$ cat src/rtl/bbr_pkg.sv
`timescale 1ns / 1ps
`default_nettype none

package bbr_pkg;

    localparam int PIX_W        = 8;
    localparam int SUM_W        = 12;
    localparam int RW           = 13;
    localparam int WREG_W       = 11;
    localparam int HREG_W       = 13;
    localparam int APB_AW       = 3;
    localparam int APB_DW       = 32;

    localparam int WIDTH_LO     = 3;
    localparam int WIDTH_RESET  = 640;
    localparam int HEIGHT_LO    = 3;
    localparam int HEIGHT_HI    = 4096;
    localparam int HEIGHT_RESET = 480;

    // floor(s * 111 / 1000) == (s * RECIP_MUL) >> RECIP_SHIFT for every s below 2296.
    localparam int PROD_W       = 31;
    localparam int RECIP_SHIFT  = 22;
    localparam logic [18:0] RECIP_MUL = 19'd465568;

    localparam int FIFO_DEPTH   = 8;
    localparam int FIFO_AW      = 3;
    localparam int FIFO_CW      = 4;

    localparam logic KIND_PIXEL = 1'b0;
    localparam logic KIND_FLUSH = 1'b1;

    typedef enum logic {
        REG_FRAME_WIDTH  = 1'b0,
        REG_FRAME_HEIGHT = 1'b1
    } t_reg_idx;

    typedef struct packed {
        logic [PIX_W-1:0] blue;
        logic [PIX_W-1:0] green;
        logic [PIX_W-1:0] red;
    } t_pix;

    typedef struct packed {
        t_pix top;
        t_pix mid;
    } t_pair;

    typedef struct packed {
        logic emit;
        logic interior;
        logic last;
    } t_tag;

    typedef t_pix [2:0][2:0] t_window;

    typedef struct packed {
        logic [PIX_W-1:0] red_out;
        logic [PIX_W-1:0] green_out;
        logic [PIX_W-1:0] blue_out;
        logic             frame_end;
    } t_result;

endpackage

`default_nettype wire

$ cat src/rtl/bbr_kernel.sv
`timescale 1ns / 1ps
`default_nettype none

module bbr_kernel
    import bbr_pkg::*;
(
    input  wire logic    i_clk,
    input  wire logic    i_rst_n,
    input  wire t_tag    i_tag,
    input  wire t_window i_window,
    output logic         o_busy,
    output logic         o_push,
    output t_result      o_word
);

    logic [SUM_W-1:0] sum_r, sum_g, sum_b;
    logic [SUM_W-1:0] r_sum_r, r_sum_g, r_sum_b;
    logic             r_s3_v, r_s3_int, r_s3_last;
    t_pix             r_s3_ctr;
    logic [PIX_W-1:0] q_r, q_g, q_b;

    function automatic logic [PIX_W-1:0] scale(input logic [SUM_W-1:0] s);
        logic [PROD_W-1:0] p;
        p = PROD_W'(s) * PROD_W'(RECIP_MUL);
        return p[RECIP_SHIFT +: PIX_W];
    endfunction

    always_comb begin
        sum_r = '0;
        sum_g = '0;
        sum_b = '0;
        for (int r = 0; r < 3; r++) begin
            for (int c = 0; c < 3; c++) begin
                sum_r = sum_r + SUM_W'(i_window[r][c].red);
                sum_g = sum_g + SUM_W'(i_window[r][c].green);
                sum_b = sum_b + SUM_W'(i_window[r][c].blue);
            end
        end
    end

    always_ff @(posedge i_clk) begin
        r_sum_r   <= sum_r;
        r_sum_g   <= sum_g;
        r_sum_b   <= sum_b;
        r_s3_ctr  <= i_window[1][1];
        r_s3_int  <= i_tag.interior;
        r_s3_last <= i_tag.last;
    end

    always_ff @(posedge i_clk) begin
        if (!i_rst_n) begin
            r_s3_v <= 1'b0;
        end else begin
            r_s3_v <= i_tag.emit;
        end
    end

    assign q_r = scale(r_sum_r);
    assign q_g = scale(r_sum_g);
    assign q_b = scale(r_sum_b);

    assign o_busy           = r_s3_v;
    assign o_push           = r_s3_v;
    assign o_word.red_out   = r_s3_int ? q_r : r_s3_ctr.red;
    assign o_word.green_out = r_s3_int ? q_g : r_s3_ctr.green;
    assign o_word.blue_out  = r_s3_int ? q_b : r_s3_ctr.blue;
    assign o_word.frame_end = r_s3_last;

    a_scale_range: assert property (@(posedge i_clk) disable iff (!i_rst_n)
        (r_s3_v && r_s3_int) |-> (q_r != 8'hFF) && (q_g != 8'hFF) && (q_b != 8'hFF))
        else $error("scaled sum exceeded the largest blur value");

endmodule

`default_nettype wire

$ cat config.mk
export PLATFORM = sky130hd
export DESIGN_NAME = bbr_kernel
export DESIGN_NICKNAME = d
export VERILOG_FILES = /design/src/rtl/bbr_pkg.sv /design/src/rtl/bbr_kernel.sv
export SDC_FILE = /design/constraint.sdc
export NUM_CORES = 1
export LEC_CHECK = 0
export ABC_AREA = 1
export BUFFER_PORTS_ARGS = -buffer_cell sky130_fd_sc_hd__buf_4
export CORE_ASPECT_RATIO = 1.1
export CORE_MARGIN = 1.5
export CORE_UTILIZATION = 40
export DETAILED_ROUTE_END_ITERATION = 8
export PLACE_DENSITY = 0.71
export SLEW_MARGIN = 0
export SYNTH_ARGS = -nofsm -noshare
export SYNTH_HDL_FRONTEND = slang
export SYNTH_SLANG_ARGS = --single-unit
$ cat constraint.sdc
create_clock -name i_clk -period 4.6 [get_ports i_clk]
set_input_delay 0.46 -clock i_clk [delete_from_list [all_inputs] [get_ports i_clk]]
set_output_delay 0.46 -clock i_clk [all_outputs]
set_load 0.05 [all_outputs]
# [After elaboration in Yosys (flattened, before gate mapping)]
# Cells that the tools add are included.
[totals] ff_bits=63 inputBits=221 elab_cells=39
[classes] addsub=24 mul=3 n_mux=3
[op_table] operator="$add A12 B8 Y12" n=12
[op_table] operator="$mul A12 B14 Y25 const B" n=3
[op_table] operator="$add A11 B8 Y12" n=3
[op_table] operator="$add A10 B8 Y11" n=3
[op_table] operator="$add A9 B8 Y10" n=3
[op_table] operator="$add A8 B8 Y9" n=3
[op_table] operator="$mux W8" n=3

# [Longest topological paths before layout]
# Gate-level depths: netlist of run 1.
[logic_depth] depth_word=8 depth_mapped=21 depth_no_buf=21

# [Least setup slack after synthesis of run 1]
# Ideal clock, no wire load.
[synth_timing] path_type="reg-to-output" startpoint="register r_sum_b[3]" endpoint="output o_word[1] (netlist name)" t_arrival_ns=4.387 slack_ns=-0.247 path_stages_with_launch=14 path_buffers=0 cell_sequence="dfxtp_1 -> fa_1 -> ha_1 -> inv_1 -> fa_1 -> inv_1 -> fa_1 -> fa_1 -> ha_1 -> a21oi_1 -> o21ai_0 -> a21oi_1 -> nand3_1 -> a31oi_1"
[synth_rtl] element="from (decl)" line_no="bbr_kernel.sv:17" rtl="logic [SUM_W-1:0] r_sum_r, r_sum_g, r_sum_b;"
[synth_rtl] element="from (signal assigned)" line_no="bbr_kernel.sv:44" rtl="r_sum_b <= sum_b;"
[synth_rtl] element="to (decl)" line_no="bbr_kernel.sv:13" rtl="output t_result o_word"

==> impl_metrics.py, run 1 <==
metrics = {
    "worst_setup_path": {
        "crit_family": "adder cells",
        "slowest_delay_ps": 510,
        "cp.arrival_ps": 4480,
        "critPathCaptureType": "primary output",
        "slowest_stage": "fa_1",
        "path_buf_inv": 6,
        "worst_ep_required_time_ps": 4140,
        "cp.depth": 20,
        "path_max_fanout": 4,
        "criticalPathCategory": "reg -> out",
        "crit_path_start_kind": "flop",
        "crit_chain": "ha_4 -> inv_2 -> fa_1 -> inv_2 -> fa_2 -> fa_1 -> inv_1 -> fa_1 -> inv_2 -> ha_4 -> a21o_1 -> a21boi_2 -> buf_4 -> nand2_2 -> nand2_2 -> nand3_2 -> nand2_2 -> nand3_2 -> nand2_2 -> buf_8",
        "crit_top_cell": "nand2_2",
    },
    "detailed_routing": {
        "drcViolationCount": 0,
        "dr.max_layer_used": "met4",
        "drt_iter0_drc": 406,
        "avgRoutedWirePerCell_um": 15.4,
        "routedLengthMet1_um": 16100,
        "routed-wl-met3_um": 1510,
        "drt_pre_antenna_iters": 5,
        "drt-total-wl_um": 40800,
        "final_antenna_net_count": 0,
        "via_per_inst": 4.75,
        "wl_met2_um": 21700,
        "vias": 12571,
    },
    "status": {
        "status": "finished, violations left",
        "violations": "negative setup slack",
    },
    "sta": {
        "final-max-slew-violation-count": 0,
        "hold_ws_ps": 187,
        "fmax_mhz": 202,
        "finalHoldViolCount": 0,
        "fin_crit_sh_pct": 107,
        "setup_ws_ps": -341,
        "worstMarginPinSlew_ps": 1170,
        "period_minus_slack_ps": 4940,
        "rsz0062_at_grt": "true",
        "slew-limit-headroom_pct": 22.1,
        "setup_viol": 24,
        "fin_tns_setup_ps": -5960,
    },
    "final_layout": {
        "layout.nets": 2940,
        "final_cell_mix": "inv_1 (484), buf_4 (305), fa_1 (292)",
        "multi_input_area_um2": 13900,
        "drive_gt1_share_pct": 28.9,
        "num_antenna_cells": 0,
        "final_common_cell": "inv_1",
        "register_area_um2": 1310,
        "area_growth_pct": 30.7,
        "fillers": 3429,
        "stdcell_area_um2": 20700,
    },
    "synth": {
        "synthFlopType": "dfxtp_1",
        "synth_edf_count": 0,
        "synth_top_area_cell": "fa_1",
        "netlist_instances": 1796,
        "ys_warn_count": 0,
        "ys_async_sr_fraction_pct": 0,
        "syn_area_um2": 15800,
        "ys_types": 32,
        "ys_seq_area_share_pct": 7.97,
        "synth_top_area_share_pct": 38.7,
        "ys_ff_latch": 63,
        "synthTopCellsByArea": "fa_1 (39%), ha_1 (22%), inv_1 (12%)",
        "avgSynthCellArea_um2": 8.81,
        "synth_fp_nets": 2602,
    },
    "global_routing": {
        "grt_max_degree": 27,
        "grt_usage_pct": 21.0,
        "grt_overflow": 0,
        "first_global_vias": 14001,
        "grt_pass1_wl_um": 66900,
        "grt_antenna_before_repair": 0,
    },
    "cts": {
        "cts_hold_buf": 0,
        "path_clk_slew_ps": 60,
        "cts_made_buffers": 9,
        "htree_levels": 3,
        "cts.sinks": 63,
        "cts-root-buf": "clkbuf_16",
        "cts_buffer_depth": 2,
        "cts_tree": "built",
    },
    "placed_design": {
        "place_congestion": 0.931,
        "io_buffer_count": 247,
        "place_hpwl_um": 35600,
        "pre_cts_ws_ps": -153,
        "place_area_um2": 18800,
    },
    "floorplan": {
        "start_util_pct": 40.5,
        "rows": 76,
        "die_h_um": 212,
        "ios": 248,
        "dieArea_um2": 40800,
        "core_um2": 39100,
        "fp.dieW_um": 193,
    },
    "flow_run": {
        "max-cap-violations": 0,
    },
    "min_path": {
        "min_path_cells": 1,
        "hold_class": "in -> reg",
    },
}
## Yosys cell counts, types with 2 or more instances
cell and number:
nor2_2 7, nand3b_1 15, ha_1 279, a21boi_1 2, a21oi_1 77, nand4_1 17, nand3_1 53, o21bai_1 10
xnor2_1 9, nor3_1 6, o211ai_1 3, a21o_1 6, or2_2 3, clkbuf_1 3, fa_1 306, xor2_1 21
o21ai_1 3, buf_4 3, inv_1 508, nand2_2 5, nor3_2 3, nand2_1 272, clkinv_1 2, dfxtp_1 63
a21boi_0 5, o21ai_0 26, nor2_1 84
## stage by stage
stage               cells  utilization (%)
global placement     2619             48.2
floorplan            1796                -
finish               2646             52.9
CTS                  2643             51.7
detailed placement   2619             48.2
global route         2646             52.9
## routing by layer
layer	vias up	global-route usage [%]
met1	6100	24.3
met4	0	7.81
met2	305	39.2
li1	6089	-
met5	-	0
met3	77	2.52
## cells by family (layout without fill, tap and decap cells)
group | Yosys count | count (layout) | share of synthesized area [%]
AO/OA/AOI/OAI | 134 | 134 | 4.68
XOR/XNOR | 30 | 30 | 1.66
adder cells (fa/ha/maj) | 585 | 585 | 60.8
buffers and inverters | 517 | 860 | 12.3
flip-flops | 63 | 63 | 7.97
AND/OR/NAND/NOR | 467 | 467 | 12.6
## repair_timing
action,in CTS,in global routing
gates resized for setup,232,123
pin swaps,75,76
gates cloned,0,0
setup buffers,8,3
setup endpoints to repair,24,24
## sequential cells by signal, indices dropped and copies added (netlist names)
name       flops
o_busy         1
r_sum_b       12
r_s3_int       1
r_s3_ctr      24
r_sum_g       12
r_s3_last      1
r_sum_r       12
## area by class of cell
| type | count | share of cell area, % |
|---|---|---|
| inverter | 510 | 9.28 |
| tap | 507 | 3.07 |
| clock inverter | 6 | 0.206 |
| timing repair buffer | 334 | 12.9 |
| clock buffer | 10 | 1.16 |
| multi-input combinational | 1216 | 67.1 |
| sequential | 63 | 6.35 |
## worst paths after layout
path	startpoint	endpoint	slack (ps)
max	r_sum_b[8]$_DFF_P_	o_word[8]	-340
min	i_tag[1]	r_s3_int$_DFF_P_	190
Power of run 1 is left out: the tool's default activity adds up to more than one toggle a clock period on the data nets, which glitch-free logic cannot reach.
==> run 2, diff against run 1 <==
- CTS_BUF_LIST: not set -> sky130_fd_sc_hd__clkbuf_4
==> run 2 against run 1 <==
Compared with the run above:
- highest routed layer unchanged
- critical path type unchanged
- routed wire length grew 2.6%
- fmax shrank 3.9%
- sequential cell count is the same
- die area is the same
- cell count grew 1.3%
- count of clock-buffer cells in the layout shrank 1
- the flow still finishes with violations (negative setup slack)
==> impl_metrics.py, run 2 (synthesized netlist as in run 1, its figures left out) <==
metrics = {
    "sta": {
        "fmax_mhz": 194,
        "worstMarginPinSlew_ps": 1180,
        "hold_ws_ps": 51.3,
        "setup_ws_ps": -542,
        "fin_tns_setup_ps": -11050,
        "slew-limit-headroom_pct": 21.2,
        "finalHoldViolCount": 0,
        "setup_viol": 24,
        "period_minus_slack_ps": 5140,
        "rsz0062_at_grt": "true",
        "fin_crit_sh_pct": 112,
        "final-max-slew-violation-count": 0,
    },
    "global_routing": {
        "grt_antenna_before_repair": 1,
        "first_global_vias": 14175,
        "grt_usage_pct": 21.3,
        "grt_max_degree": 27,
        "grt_pass1_wl_um": 67700,
        "grt_overflow": 0,
    },
    "cts": {
        "cts-root-buf": "clkbuf_4",
        "cts_buffer_depth": 2,
        "htree_levels": 3,
        "cts_tree": "built",
        "cts.sinks": 63,
        "cts_made_buffers": 9,
        "path_clk_slew_ps": 130,
    },
    "final_layout": {
        "final_common_cell": "inv_1",
        "final_cell_mix": "inv_1 (472), buf_4 (312), fa_1 (288)",
        "layout.nets": 2973,
        "multi_input_area_um2": 14200,
        "drive_gt1_share_pct": 31.6,
        "register_area_um2": 1330,
        "largest-register": "r_s3_ctr",
        "fillers": 3330,
        "largest_reg_flops": 24,
        "area_growth_pct": 34.2,
    },
    "status": {
        "status": "finished, violations left",
        "violations": "negative setup slack",
    },
    "worst_setup_path": {
        "path_max_fanout": 4,
        "cp.arrival_ps": 4680,
        "criticalPathCategory": "reg -> out",
        "crit_path_start_kind": "flop",
        "critPathCaptureType": "primary output",
        "worst_ep_required_time_ps": 4140,
    },
    "flow_run": {
        "max-cap-violations": 0,
    },
    "detailed_routing": {
        "via_per_inst": 4.79,
        "drt_iter0_drc": 439,
        "drt-total-wl_um": 41900,
        "drt_pre_antenna_iters": 5,
        "drcViolationCount": 0,
        "vias": 12829,
        "avgRoutedWirePerCell_um": 15.6,
        "final_antenna_net_count": 0,
    },
    "placed_design": {
        "pre_cts_ws_ps": -153,
        "io_buffer_count": 247,
        "place_hpwl_um": 35600,
        "place_congestion": 0.931,
    },
    "floorplan": {
        "fp.dieW_um": 193,
        "core_um2": 39100,
        "dieArea_um2": 40800,
        "start_util_pct": 40.5,
        "rows": 76,
        "ios": 248,
        "die_h_um": 212,
    },
    "min_path": {
        "hold_class": "in -> reg",
    },
}
-- run 2: layer usage --
metal	vias up	GRT usage, %	routed length, µm
met5	-	0	0
li1	6159	-	-
met3	95	2.92	1900
met2	345	40.0	22400
met1	6230	24.3	16100
met4	0	7.62	1490
-- run 2: final cells by class --
type                            instances  area share (%)
Timing Repair Buffer                  367            14.2
Multi-Input combinational cell       1216            66.9
Clock buffer                            9           0.318
Inverter                              510            9.07
Tap cell                              507            2.99
Clock inverter                          7           0.218
Antenna cell                            1          0.0118
Sequential cell                        63            6.27
-- run 2: worst max-delay path, cell delays in order, from the launching register on --
cell,delay (ps)
dfxtp_4,380
buf_4,150
ha_1,320
ha_1,310
fa_1,470
fa_1,520
inv_1,50
fa_1,490
inv_2,50
ha_4,240
a21o_1,200
buf_4,150
a21oi_2,120
nor2_1,60
nor2_1,130
nand2_1,80
nand2_1,80
nand3_2,70
nand2_2,110
buf_8,150
-- run 2: final timing paths --
path | from | endpoint | depth (start not counted)
setup / recovery | r_sum_b[6]$_DFF_P_ | o_word[2] | 19
hold / removal | i_window[104] | r_s3_ctr[8]$_DFF_P_ | 1
-- run 2: through the flow --
stage / instance area [µm²] / instances / utilization (%)
after floorplan: 15800 / 1796 / -
after global placement: 18800 / 2619 / 48.2
after detailed placement: 18800 / 2619 / 48.2
after CTS: 20500 / 2668 / 52.5
after global routing: 21200 / 2680 / 54.3
final: 21200 / 2680 / 54.3
-- run 2: timing repair --
action,CTS,global route
resized for setup,298,154
setup buffers,17,11
hold endpoints to repair,16,0
pin swaps,117,115
endpoints found under the setup margin,24,24
hold buffers,16,0
Power of run 2 is left out for the same reason.
