==> src/rtl/bbr_pkg.sv <==
`timescale 1ns / 1ps
`default_nettype none

package bbr_pkg;

    localparam int PIX_W        = 8;
    localparam int SUM_W        = 12;
    localparam int RW           = 13;
    localparam int WREG_W       = 11;
    localparam int HREG_W       = 13;
    localparam int APB_AW       = 3;
    localparam int APB_DW       = 32;

    localparam int WIDTH_LO     = 3;
    localparam int WIDTH_RESET  = 640;
    localparam int HEIGHT_LO    = 3;
    localparam int HEIGHT_HI    = 4096;
    localparam int HEIGHT_RESET = 480;

    // floor(s * 111 / 1000) == (s * RECIP_MUL) >> RECIP_SHIFT for every s below 2296.
    localparam int PROD_W       = 31;
    localparam int RECIP_SHIFT  = 22;
    localparam logic [18:0] RECIP_MUL = 19'd465568;

    localparam int FIFO_DEPTH   = 8;
    localparam int FIFO_AW      = 3;
    localparam int FIFO_CW      = 4;

    localparam logic KIND_PIXEL = 1'b0;
    localparam logic KIND_FLUSH = 1'b1;

    typedef enum logic {
        REG_FRAME_WIDTH  = 1'b0,
        REG_FRAME_HEIGHT = 1'b1
    } t_reg_idx;

    typedef struct packed {
        logic [PIX_W-1:0] blue;
        logic [PIX_W-1:0] green;
        logic [PIX_W-1:0] red;
    } t_pix;

    typedef struct packed {
        t_pix top;
        t_pix mid;
    } t_pair;

    typedef struct packed {
        logic emit;
        logic interior;
        logic last;
    } t_tag;

    typedef t_pix [2:0][2:0] t_window;

    typedef struct packed {
        logic [PIX_W-1:0] red_out;
        logic [PIX_W-1:0] green_out;
        logic [PIX_W-1:0] blue_out;
        logic             frame_end;
    } t_result;

endpackage

`default_nettype wire

==> src/rtl/bbr_out_fifo.sv <==
`timescale 1ns / 1ps
`default_nettype none

module bbr_out_fifo
    import bbr_pkg::*;
(
    input  wire logic               i_clk,
    input  wire logic               i_rst_n,
    input  wire logic               i_push,
    input  wire t_result            i_word,
    output logic                    o_valid,
    input  wire logic               i_ready,
    output t_result                 o_word,
    output logic      [FIFO_CW-1:0] o_count
);

    t_result            r_mem [FIFO_DEPTH];
    logic [FIFO_AW-1:0] r_wp, r_rp;
    logic [FIFO_CW-1:0] r_cnt, n_cnt;
    logic               pop;

    assign o_valid = (r_cnt != '0);
    assign pop     = o_valid && i_ready;
    assign o_word  = r_mem[r_rp];
    assign o_count = r_cnt;

    always_comb begin
        n_cnt = r_cnt;
        if (i_push && !pop) begin
            n_cnt = r_cnt + FIFO_CW'(1);
        end else if (!i_push && pop) begin
            n_cnt = r_cnt - FIFO_CW'(1);
        end
    end

    always_ff @(posedge i_clk) begin
        if (i_push) begin
            r_mem[r_wp] <= i_word;
        end
    end

    always_ff @(posedge i_clk) begin
        if (!i_rst_n) begin
            r_wp  <= '0;
            r_rp  <= '0;
            r_cnt <= '0;
        end else begin
            r_cnt <= n_cnt;
            if (i_push) begin
                r_wp <= r_wp + FIFO_AW'(1);
            end
            if (pop) begin
                r_rp <= r_rp + FIFO_AW'(1);
            end
        end
    end

    a_no_overflow: assert property (@(posedge i_clk) disable iff (!i_rst_n)
        (i_push && !pop) |-> (r_cnt < FIFO_CW'(FIFO_DEPTH)))
        else $error("result queue written while full");

    a_count_bound: assert property (@(posedge i_clk) disable iff (!i_rst_n)
        r_cnt <= FIFO_CW'(FIFO_DEPTH))
        else $error("result queue count out of range");

endmodule

`default_nettype wire

==> config.mk <==
export PLATFORM = sky130hd
export DESIGN_NAME = bbr_out_fifo
export DESIGN_NICKNAME = d
export VERILOG_FILES = /design/src/rtl/bbr_pkg.sv /design/src/rtl/bbr_out_fifo.sv
export SDC_FILE = /design/constraint.sdc
export NUM_CORES = 1
export LEC_CHECK = 0
export ABC_AREA = 1
export BUFFER_PORTS_ARGS = -buffer_cell sky130_fd_sc_hd__buf_2
export CORE_ASPECT_RATIO = 0.6
export CORE_MARGIN = 5
export CORE_UTILIZATION = 63
export CTS_CLUSTER_DIAMETER = 60
export DETAILED_ROUTE_END_ITERATION = 10
export GPL_TIMING_DRIVEN = 0
export PLACE_DENSITY = 0.83
export SLEW_MARGIN = 20
export SYNTH_ARGS = -nofsm -noshare
export SYNTH_HDL_FRONTEND = slang
export SYNTH_SLANG_ARGS = --single-unit
==> constraint.sdc <==
create_clock -name i_clk -period 4.9 [get_ports i_clk]
set_input_delay 0 -clock i_clk [delete_from_list [all_inputs] [get_ports i_clk]]
set_output_delay 0 -clock i_clk [all_outputs]
set_load 0.005 [all_outputs]
* Word-level counts from Yosys, hierarchy flattened
Memory sizes are Yosys's and may differ from the RTL's. A register that Yosys moved wholly into a read port is not among the register bits.
Index checks and enable logic that the tools add are counted.
Widths: inputs -> output; s select.
** Storage, ports and cells
- Output and inout bits :: 30
- Memory bits (writable) :: 200
- Bits in registers :: 10
- Word-level logic and storage cells :: 21
- Memories kept :: 1
- Bits of input ports :: 29
** Operators by class
- Add/sub/neg operators :: 4
- Reduce and logical (&&, ||, !) cells :: 7
- Mux-type cells :: 6
** Memory list
- r_mem :: depth 8, bits a word 25, read ports 1, clocked after memory_dff 1, write ports 1, line bbr_out_fifo.sv:17 : t_result r_mem [FIFO_DEPTH];
** Operator list (number)
- $mux 4 :: 2
- $add 3x1->3 const B :: 2
- $mux 3 :: 2
- $add 4x1->4 const B :: 1
- $reduce_bool 4->1 :: 1
- $sub 4x1->4 const B :: 1
- $logic_and 1x1->1 :: 3
- $logic_not 1->1 :: 2
- $mux 1 :: 2
- $reduce_bool 2->1 :: 1

* Longest topological paths before layout
Gate-level depths: netlist (run 1).
- Word-level depth :: 5
- Mapped depth :: 13
- Gate-level depth less buffers :: 13

* Worst setup path before layout (run 1)
Ideal clock, no wire load.
- Path kind :: register to register
- Start point :: reg r_wp[0]
- End point :: mem r_mem[0][0] (netlist name), enable pin
- Setup slack :: 2.769 ns
- Arrival time :: 1.724 ns
- Cell stages (with the launch flop) :: 3
- Setup time :: 0.407 ns
- Required time :: 4.493 ns
- Buffers on the path :: 0
- Clock period less this slack :: 2.131 ns
- Cells stage by stage :: dfxtp_1 > or2_2 > nor2_1
** RTL lines
- from (decl) :: line bbr_out_fifo.sv:18 : logic [FIFO_AW-1:0] r_wp, r_rp;
- from (signal assigned) :: line bbr_out_fifo.sv:50 : r_wp <= r_wp + FIFO_AW'(1);
- to (decl) :: line bbr_out_fifo.sv:17
Straight into the memory's write port.

* Worst setup path in the final report (run 1)
- Start point :: reg r_cnt[1], in the netlist o_count[1]
- End point :: reg r_cnt[3], in the netlist o_count[3]
** On the way
- Longest elaborated chain between the ends :: 5
- Elaborated cells on any way between the ends :: 10
- Those cells by class :: add/sub: 2; mux: 2; reduce/logical: 6
** Ends and longest elaborated chain
- from (decl) :: line bbr_out_fifo.sv:19 : logic [FIFO_CW-1:0] r_cnt, n_cnt;
- from (signal assigned) :: line bbr_out_fifo.sv:48 : r_cnt <= n_cnt;
- branches (longest 5 deep; another with $sub 4x1->4)
Parallel ways; which one is timed is not known. The select of a mux whose other input is x is not followed.
A chain may end at the register's enable or synchronous reset.

==> impl_metrics.toml, run 1 <==
[clock_tree]
clock-sinks = 213
holdBufCountCts = 28
worstSkewPairLatency_ns = 0.49
clk_pin_slew_ns = 0.07
cts_tree = "done"
clock_path_buffers = 3
cts_root_buf = "clkbuf_16"
post-cts-setup-buffers = 0
cts_resized = 0
numCtsBuffers = 19
htree_num_levels = 1

[power]
p_total_mw = 4.76
vdd_drop_max_mv = 0.275
leakagePower_nw = 3.90
cellPowerDensity_nw_per_um2 = 464

[placement]
place.gp.congestion = 0.874
dp_hpwl_mm = 12.7
port_buffers = 58
placed_cell_area_um2 = 9340

[routing]
drc = 0
postRouteAntennaNets = 0
dr.first_iter.drc_count = 611
routed_via_density = 5.67
wl_per_cell_um = 18.7
firstDrtPassIters = 6
vias = 5976
routed_wl_mm = 19.7

[timing]
slew_headroom_pct = 47.4
slew_violations = 0
hold-worst-slack_ns = 0.321
max_freq_mhz = 425
fin_tns_setup_ns = 0
period_needed_ns = 2.35
tightestPinTransition_ns = 0.787
fin_crit_sh_pct = 48.0
hold_viol_final = 0
clock_skew_ns = 0.0110
rsz0062_at_grt = "false"
finalSetupViolCount = 0

[grt]
overflow = 0
grt_pass1_wl_mm = 31.1
grtUsageTotal_pct = 24.9
grt_antenna_before_repair = 0
grt_max_degree = 26
grt_pass1_vias = 5924

[final_layout]
stdcell_area_um2 = 10300
drive_gt1_share_pct = 15.0
antenna_cells = 0
area_delta_synth_final_pct = 19.1
final.fill_count = 806
num-nets-final = 902

[logic_synthesis]
avgSynthCellArea_um2 = 11.4
ys.warnings.count = 0
seq_area_frac_synth_pct = 72.8
yosysUniqueCellTypes = 20
syn-num-nets = 788
yosysTopAreaCellShare_pct = 69.8
synth-seq-cells = 213
synthArstFlopShare_pct = 0
syn_inst = 753
synth_top_area_cell = "edfxtp_1"
synth-edff-count = 200
yosysMostFrequentCell = "nor2_1"
ys.flop_type = "edfxtp_1"
yosys-top-cells-count = "nor2_1 (216), edfxtp_1 (200), nand2_1 (144)"
syn-cell-area_um2 = 8610
synthTopCellsByArea = "edfxtp_1 (70%), nor2_1 (9.4%), nand2_1 (6.3%), o21ai_0 (4.1%), dfxtp_1 (3.0%)"

[flow_run]
drv_cap = 0

[floorplanning]
die_h_um = 101
core-area_um2 = 13500
top_level_ports = 59
die_w_um = 161
initial_core_util_pct = 63.8
fp.dieArea_um2 = 16200
rows = 33

[hold_path]
worstHoldPathType = "in -> reg"
hp-start = "i_word[7]"

[worst_setup_path]
cp-startpoint = "o_count[1]"
required_ns = 5.28
r2r-start = "o_count[1]"
path_class = "reg -> reg"
arrival_ns = 2.74
worstSetupStartpointType = "flop"
end_kind = "flop"
critPathMaxFanout = 6

[outcome]
status = "finished clean"
==> where the power goes <==
part | internal, mW | total (mW) | switching (mW)
clock | 0.902 | 1.52 | 0.615
combinational | 0.413 | 1.15 | 0.739
sequential | 2.05 | 2.09 | 0.0389
==> placed cells by master, fill, tap and decap left out <==
| master | count |
|---|---|
| nor2_1 | 208 |
| edfxtp_1 | 200 |
| nand2_1 | 144 |
| buf_2 | 71 |
| o21ai_0 | 70 |
| o21ai_1 | 35 |
| dlygate4sd3_1 | 28 |
| clkbuf_16 | 19 |
| dfxtp_1 | 13 |
| inv_1 | 11 |
| clkbuf_1 | 10 |
| nor2_4 | 8 |
| a21oi_1 | 8 |
| buf_6 | 7 |
| nand3_1 | 6 |
| buf_4 | 6 |
| ha_1 | 5 |
| buf_1 | 4 |
| buf_12 | 4 |
| inv_2 | 3 |
| bufinv_16 | 3 |
| buf_16 | 3 |
| or2_2 | 2 |
| xor2_1 | 2 |
| clkbuf_8 | 2 |
| clkinv_1 | 2 |
| clkinv_2 | 2 |
| clkbuf_2 | 1 |
| fa_1 | 1 |
| clkinvlp_4 | 1 |
==> metal layers <==
layer	vias up	GRT usage, %	part of all wire (%)
met5	-	0	0
met4	0	6.42	2.3
met3	44	4.50	8.8
met2	308	40.8	47
met1	2836	35.4	42
li1	2788	-	-
==> critical path: stages (launching register included) <==
cell,delay (ns)
dfxtp_1,0.37
nor2_1,0.19
nand3_1,0.22
nand2_1,0.19
ha_1,0.23
inv_1,0.12
ha_1,0.31
or2_2,0.32
nand3_1,0.11
nand3_1,0.08
nand2_1,0.06
inv_1,0.04
==> layout make-up <==
cell class | count | area (µm²) | area share [%]
Sequential cell | 213 | 6270 | 61.1
Multi-Input combinational cell | 489 | 2120 | 20.7
Timing Repair Buffer | 93 | 733 | 7.15
Clock buffer | 25 | 518 | 5.05
Buffer | 37 | 231 | 2.26
Tap cell | 175 | 219 | 2.14
Clock inverter | 8 | 115 | 1.12
Inverter | 14 | 52.6 | 0.512
==> cell families (layout without fill, tap and decap cells) <==
kind of cell,count (synthesis),after routing,share of synthesized area [%]
flops,213,213,72.8
compound gates,113,113,6.57
fa+ha+maj,6,6,0.959
simple gates,368,368,16.2
xor+xnor,2,2,0.203
buf+inv,51,177,3.30
==> stage by stage <==
stage / cells / util [%] / worst slack, ns
finish: 1054 / 76.0 / 2.55
global route: 1054 / 76.0 / 2.43
CTS: 1054 / 76.0 / 2.68
detailed placement: 993 / 69.2 / 2.69
global placement: 986 / 67.5 / 1.90
floorplan: 753 / - / 2.77
==> final timing paths <==
check                      to  slack, ns  cells past startpoint
setup / recovery   o_count[3]       2.55                     11
hold reg to reg       r_wp[0]       0.50                      2
setup reg to reg   o_count[3]       2.55                     11
hold / removal    r_mem[5][7]       0.32                      2
==> sequential cells by signal (all words and copies together) (netlist names), named ones only <==
register	count
r_wp	3
r_rp	3
r_mem	200
o_count	4
Note: power is estimated with default switching activity, not from simulation.
==> run 2, diff against run 1 <==
--- a/config.mk
+++ b/config.mk
@@ -9,11 +9,11 @@
 export BUFFER_PORTS_ARGS = -buffer_cell sky130_fd_sc_hd__buf_2
 export CORE_ASPECT_RATIO = 0.6
 export CORE_MARGIN = 5
-export CORE_UTILIZATION = 63
+export CORE_UTILIZATION = 54
 export CTS_CLUSTER_DIAMETER = 60
 export DETAILED_ROUTE_END_ITERATION = 10
 export GPL_TIMING_DRIVEN = 0
-export PLACE_DENSITY = 0.83
+export PLACE_DENSITY = 0.75
 export SLEW_MARGIN = 20
 export SYNTH_ARGS = -nofsm -noshare
 export SYNTH_HDL_FRONTEND = slang
==> constraint.sdc (replaced) <==
create_clock -name i_clk -period 2.05 [get_ports i_clk]
set_input_delay 0 -clock i_clk [delete_from_list [all_inputs] [get_ports i_clk]]
set_output_delay 0 -clock i_clk [all_outputs]
set_load 0.005 [all_outputs]
==> impl_metrics.toml, run 2 (synthesized netlist as in run 1, its figures left out) <==
[power]
p_int_mw = 7.93
power_frac_clock_pct = 30.8
p_comb_share_pct = 24.9
netSwitchingPower_mw = 3.37
cellPowerDensity_nw_per_um2 = 1090
swShare_pct = 29.8
leakagePower_nw = 3.93
vdd_drop_max_mv = 0.620
power.share.sequential_pct = 44.3

[clock_tree]
clock-sinks = 213
cts_tree = "done"
worstSkewPairLatency_ns = 0.50
cts_root_buf = "clkbuf_16"
clock_path_buffers = 3
clk_pin_slew_ns = 0.07
htree_num_levels = 1
numCtsBuffers = 19

[timing]
fin_crit_sh_pct = 94.2
period_needed_ns = 1.93
finalSetupViolCount = 0
fin_tns_setup_ns = 0
clock_skew_ns = 0.0134
hold-worst-slack_ns = 0.314
hold_viol_final = 0
tightestPinTransition_ns = 0.531
slew_headroom_pct = 64.6
max_freq_mhz = 518
rsz0062_at_grt = "false"
slew_violations = 0

[worst_setup_path]
path_class = "reg -> out"
worstSetupStartpointType = "flop"
required_ns = 2.05
cp_slowest_cell = "dfxtp_1"
end_kind = "primary output"
arrival_ns = 1.93
critPathMaxFanout = 10
path_cells = "buf_2 -> inv_2 -> buf_2 -> nor2_1 -> o21ai_0 -> nand2_1 -> nand2_1 -> nand2_1 -> buf_2"
slowest_delay_ns = 0.31

[hold_path]
worstHoldPathType = "in -> reg"

[grt]
grt_max_degree = 25
grt_pass1_vias = 5654
overflow = 0
grt_pass1_wl_mm = 30.9
grt_antenna_before_repair = 0
grtUsageTotal_pct = 21.0

[routing]
postRouteAntennaNets = 0
drc = 0
dr.first_iter.drc_count = 624
vias = 5863
routed_wl_mm = 19.6
routed_via_density = 5.41
wl_per_cell_um = 18.1
firstDrtPassIters = 5

[placement]
place.gp.congestion = 0.846
port_buffers = 58
dp_hpwl_mm = 12.6

[floorplanning]
die_h_um = 108
rows = 35
fp.dieArea_um2 = 18700
initial_core_util_pct = 55.5
top_level_ports = 59
die_w_um = 173
core-area_um2 = 15500

[final_layout]
drive_gt1_share_pct = 16.9
antenna_cells = 0
num-nets-final = 905
layout_commonest_cell = "nor2_1"
largest_reg_flops = 200
area_delta_synth_final_pct = 20.1
top_register = "r_mem"
final_cell_mix = "nor2_1 (207), edfxtp_1 (200), nand2_1 (143), buf_2 (71), o21ai_0 (70)"

[flow_run]
drv_cap = 0

[outcome]
status = "finished clean"
[run 2: layout make-up]
class / count / area (µm²)
Sequential cell: 213 / 6270
Timing Repair Buffer: 96 / 793
Fill cell: 1085 / 5160
Inverter: 14 / 52.6
Buffer: 37 / 243
Multi-Input combinational cell: 489 / 2140
Clock buffer: 24 / 494
Clock inverter: 8 / 90.1
Tap cell: 203 / 254
[run 2: path summary, 6_finish.rpt]
kind,from,endpoint,slack (ns),cells past startpoint
worst max-delay path,flop,o_word[21],0.12,9
worst min-delay path,i_word[21],r_mem[5][21],0.31,2
worst max register to register,o_count[1],o_count[3],0.15,11
worst min register to register,r_wp[0],r_wp[0],0.51,2
[run 2: critical path, delay by kind of cell (launching register included)]
family,cells,cell delay [ns]
buffers and inverters,4,0.61
and+or+nand+nor,4,0.40
DFF,1,0.31
AOI/OAI and AO/OA,1,0.13
[run 2: through the flow]
stage | setup slack (ns) | power (mW) | utilization [%] | area [µm²] | instances
after floorplan | -0.0811 | 6.75 | - | 8610 | 753
after global placement | -0.945 | 7.60 | 59.0 | 9150 | 1014
after detailed placement | -0.129 | 7.72 | 60.8 | 9420 | 1022
after CTS | 0.0105 | 11.2 | 66.5 | 10300 | 1084
after global routing | 0.00440 | 11.8 | 66.7 | 10300 | 1084
final | 0.119 | 11.3 | 66.7 | 10300 | 1084
[run 2: power by group through the flow]
stage / logic (mW) / clock network [mW] / registers [mW]
after global placement: 2.51 / 0 / 5.09
final: 2.81 / 3.48 / 5.01
after detailed placement: 2.64 / 0 / 5.09
after floorplan: 1.68 / 0 / 5.07
after CTS: 2.75 / 3.50 / 4.99
after global routing: 3.16 / 3.67 / 5.02
[run 2: repair_timing]
action                     CTS  global route
gates resized for setup      3            21
cloned                       0             0
setup endpoints to repair    1            27
hold endpoints to repair   213             0
hold buffers                29             0
setup buffers                1             0
[run 2: metal layers]
layer	wire length (µm)	GRT usage, %
met4	264	3.76
met5	0	0
met2	8660	32.8
met1	8880	31.6
met3	1820	3.79
==> run 3, diff against run 2 <==
==> constraint.sdc (replaced) <==
create_clock -name i_clk -period 1.66 [get_ports i_clk]
set_input_delay 0 -clock i_clk [delete_from_list [all_inputs] [get_ports i_clk]]
set_output_delay 0 -clock i_clk [all_outputs]
set_load 0.005 [all_outputs]
==> impl_metrics.toml, run 3 (synthesized netlist as in run 1, its figures left out) <==
[outcome]
status = "complete, but fails checks"
violations = "negative setup slack"

[flow_run]
drv_cap = 0

[placement]
place.gp.congestion = 0.844
dp_hpwl_mm = 13.0
post-place-ws_ns = -0.168
port_buffers = 58
placed_cells = 1020
placed_cell_area_um2 = 9420

[clock_tree]
worstSkewPairLatency_ns = 0.49
cts_tree = "done"
htree_num_levels = 1
clock_path_buffers = 3
clk_pin_slew_ns = 0.07
cts_root_buf = "clkbuf_16"
numCtsBuffers = 20
clock-sinks = 213

[timing]
slew_headroom_pct = 63.8
max_freq_mhz = 527
tightestPinTransition_ns = 0.541
worst_slack_ns = -0.237
slew_violations = 0
period_needed_ns = 1.90
rsz0062_at_grt = "true"
fin_crit_sh_pct = 114
finalSetupViolCount = 28
clock_skew_ns = 0.0113
hold_viol_final = 0

[worst_setup_path]
reg2regPathDepth = 11
critPathMaxFanout = 5
end_kind = "primary output"
worstSetupStartpointType = "flop"
arrival_ns = 1.90
required_ns = 1.66
path_class = "reg -> out"

[final_layout]
num-nets-final = 928
instances_no_fill = 1110
final_cell_mix = "edfxtp_1 (200), nor2_1 (151), nand2_1 (138), o21ai_1 (84), buf_2 (68)"
final.fill_count = 957
layout_commonest_cell = "edfxtp_1"
largest_reg_flops = 200
antenna_cells = 0
drive_gt1_share_pct = 27.6
area_delta_synth_final_pct = 30.9
top_register = "r_mem"
stdcell_area_um2 = 11300

[routing]
firstDrtPassIters = 6
vias = 6315
drc = 0
postRouteAntennaNets = 0
routed_via_density = 5.69
dr.first_iter.drc_count = 805
wl_per_cell_um = 20.5
routed_wl_mm = 22.7

[floorplanning]
core-area_um2 = 15500
fp.dieArea_um2 = 18700
top_level_ports = 59
die_w_um = 173
rows = 35
die_h_um = 108
initial_core_util_pct = 55.5

[power]
p_total_mw = 16.0
leakagePower_nw = 4.23
vdd_drop_max_mv = 0.760
cellPowerDensity_nw_per_um2 = 1420

[grt]
grt_antenna_before_repair = 0
grtUsageTotal_pct = 22.8
overflow = 0
grt_pass1_vias = 6054
grt_pass1_wl_mm = 33.1
grt_max_degree = 26

[hold_path]
worstHoldPathType = "in -> reg"
min_path_cells = 3
## run 3: cell count changes in the layout (fill, tap and decap cells not counted), moves of 7 or more
cell / delta
o21ai_0: -51
o21ai_1: +49
nor2_1: -56
buf_4: +9
buf_12: +11
clkbuf_2: -9
nor2_4: +27
clkbuf_8: +7
buf_8: +7
nor2_2: +31
## run 3: path summary, 6_finish.rpt
path | from | end | slack, ns
worst max-delay path | flop | o_word[19] | -0.24
worst min-delay path | i_push | r_mem[3][2] | 0.21
worst max register to register | o_count[0] | o_count[3] | -0.09
worst min register to register | r_wp[0] | r_wp[0] | 0.50
## run 3: worst max-delay path, cell delays in order, from the launching register on
cell,delay (ns)
dfxtp_4,0.45
buf_12,0.16
buf_8,0.14
nor2_2,0.05
nor2_1,0.14
o21ai_1,0.12
nand2_1,0.09
nand2_1,0.07
nand2_1,0.08
buf_2,0.10
## run 3: stage by stage
step / hold WS (ns) / TNS, ns / utilization [%]
after floorplan: 0.0989 / -36.28 / -
after global placement: 0.266 / -165.09 / 59.5
after detailed placement: 0.283 / -8.92 / 60.8
after CTS: 0.200 / -8.42 / 70.7
after global routing: 0.229 / -5.39 / 72.7
final: 0.207 / -3.41 / 72.7
## run 3: cell type report
| type | instances | area [µm²] | share of cell area (%) |
|---|---|---|---|
| plain buffers | 37 | 375 | 3.33 |
| clock buffers | 30 | 609 | 5.41 |
| clock inverters | 6 | 103 | 0.910 |
| inverters | 14 | 62.6 | 0.555 |
| multi-input cells | 491 | 2490 | 22.1 |
| flip-flops and latches | 213 | 6280 | 55.8 |
| well taps | 203 | 254 | 2.25 |
| repair buffers | 116 | 1090 | 9.69 |
## run 3: report_power, final
part	switching (mW)	internal, mW
clock network	1.87	3.00
logic	2.74	2.16
registers	0.155	6.09
## run 3: repair_timing
action                     CTS  global route
pin swaps                   19            48
setup buffers                8             8
resized for setup          118            98
hold buffers                29             0
hold endpoints to repair   212             0
cloned                       8             6
setup endpoints to repair   93            94
## run 3: layer usage
layer | wire length (µm) | GRT usage, % | vias up
li1 | - | - | 2853
met1 | 9730 | 32.8 | 3058
met2 | 10200 | 36.9 | 351
met3 | 2210 | 4.42 | 53
met4 | 544 | 4.33 | 0
met5 | 0 | 0 | -
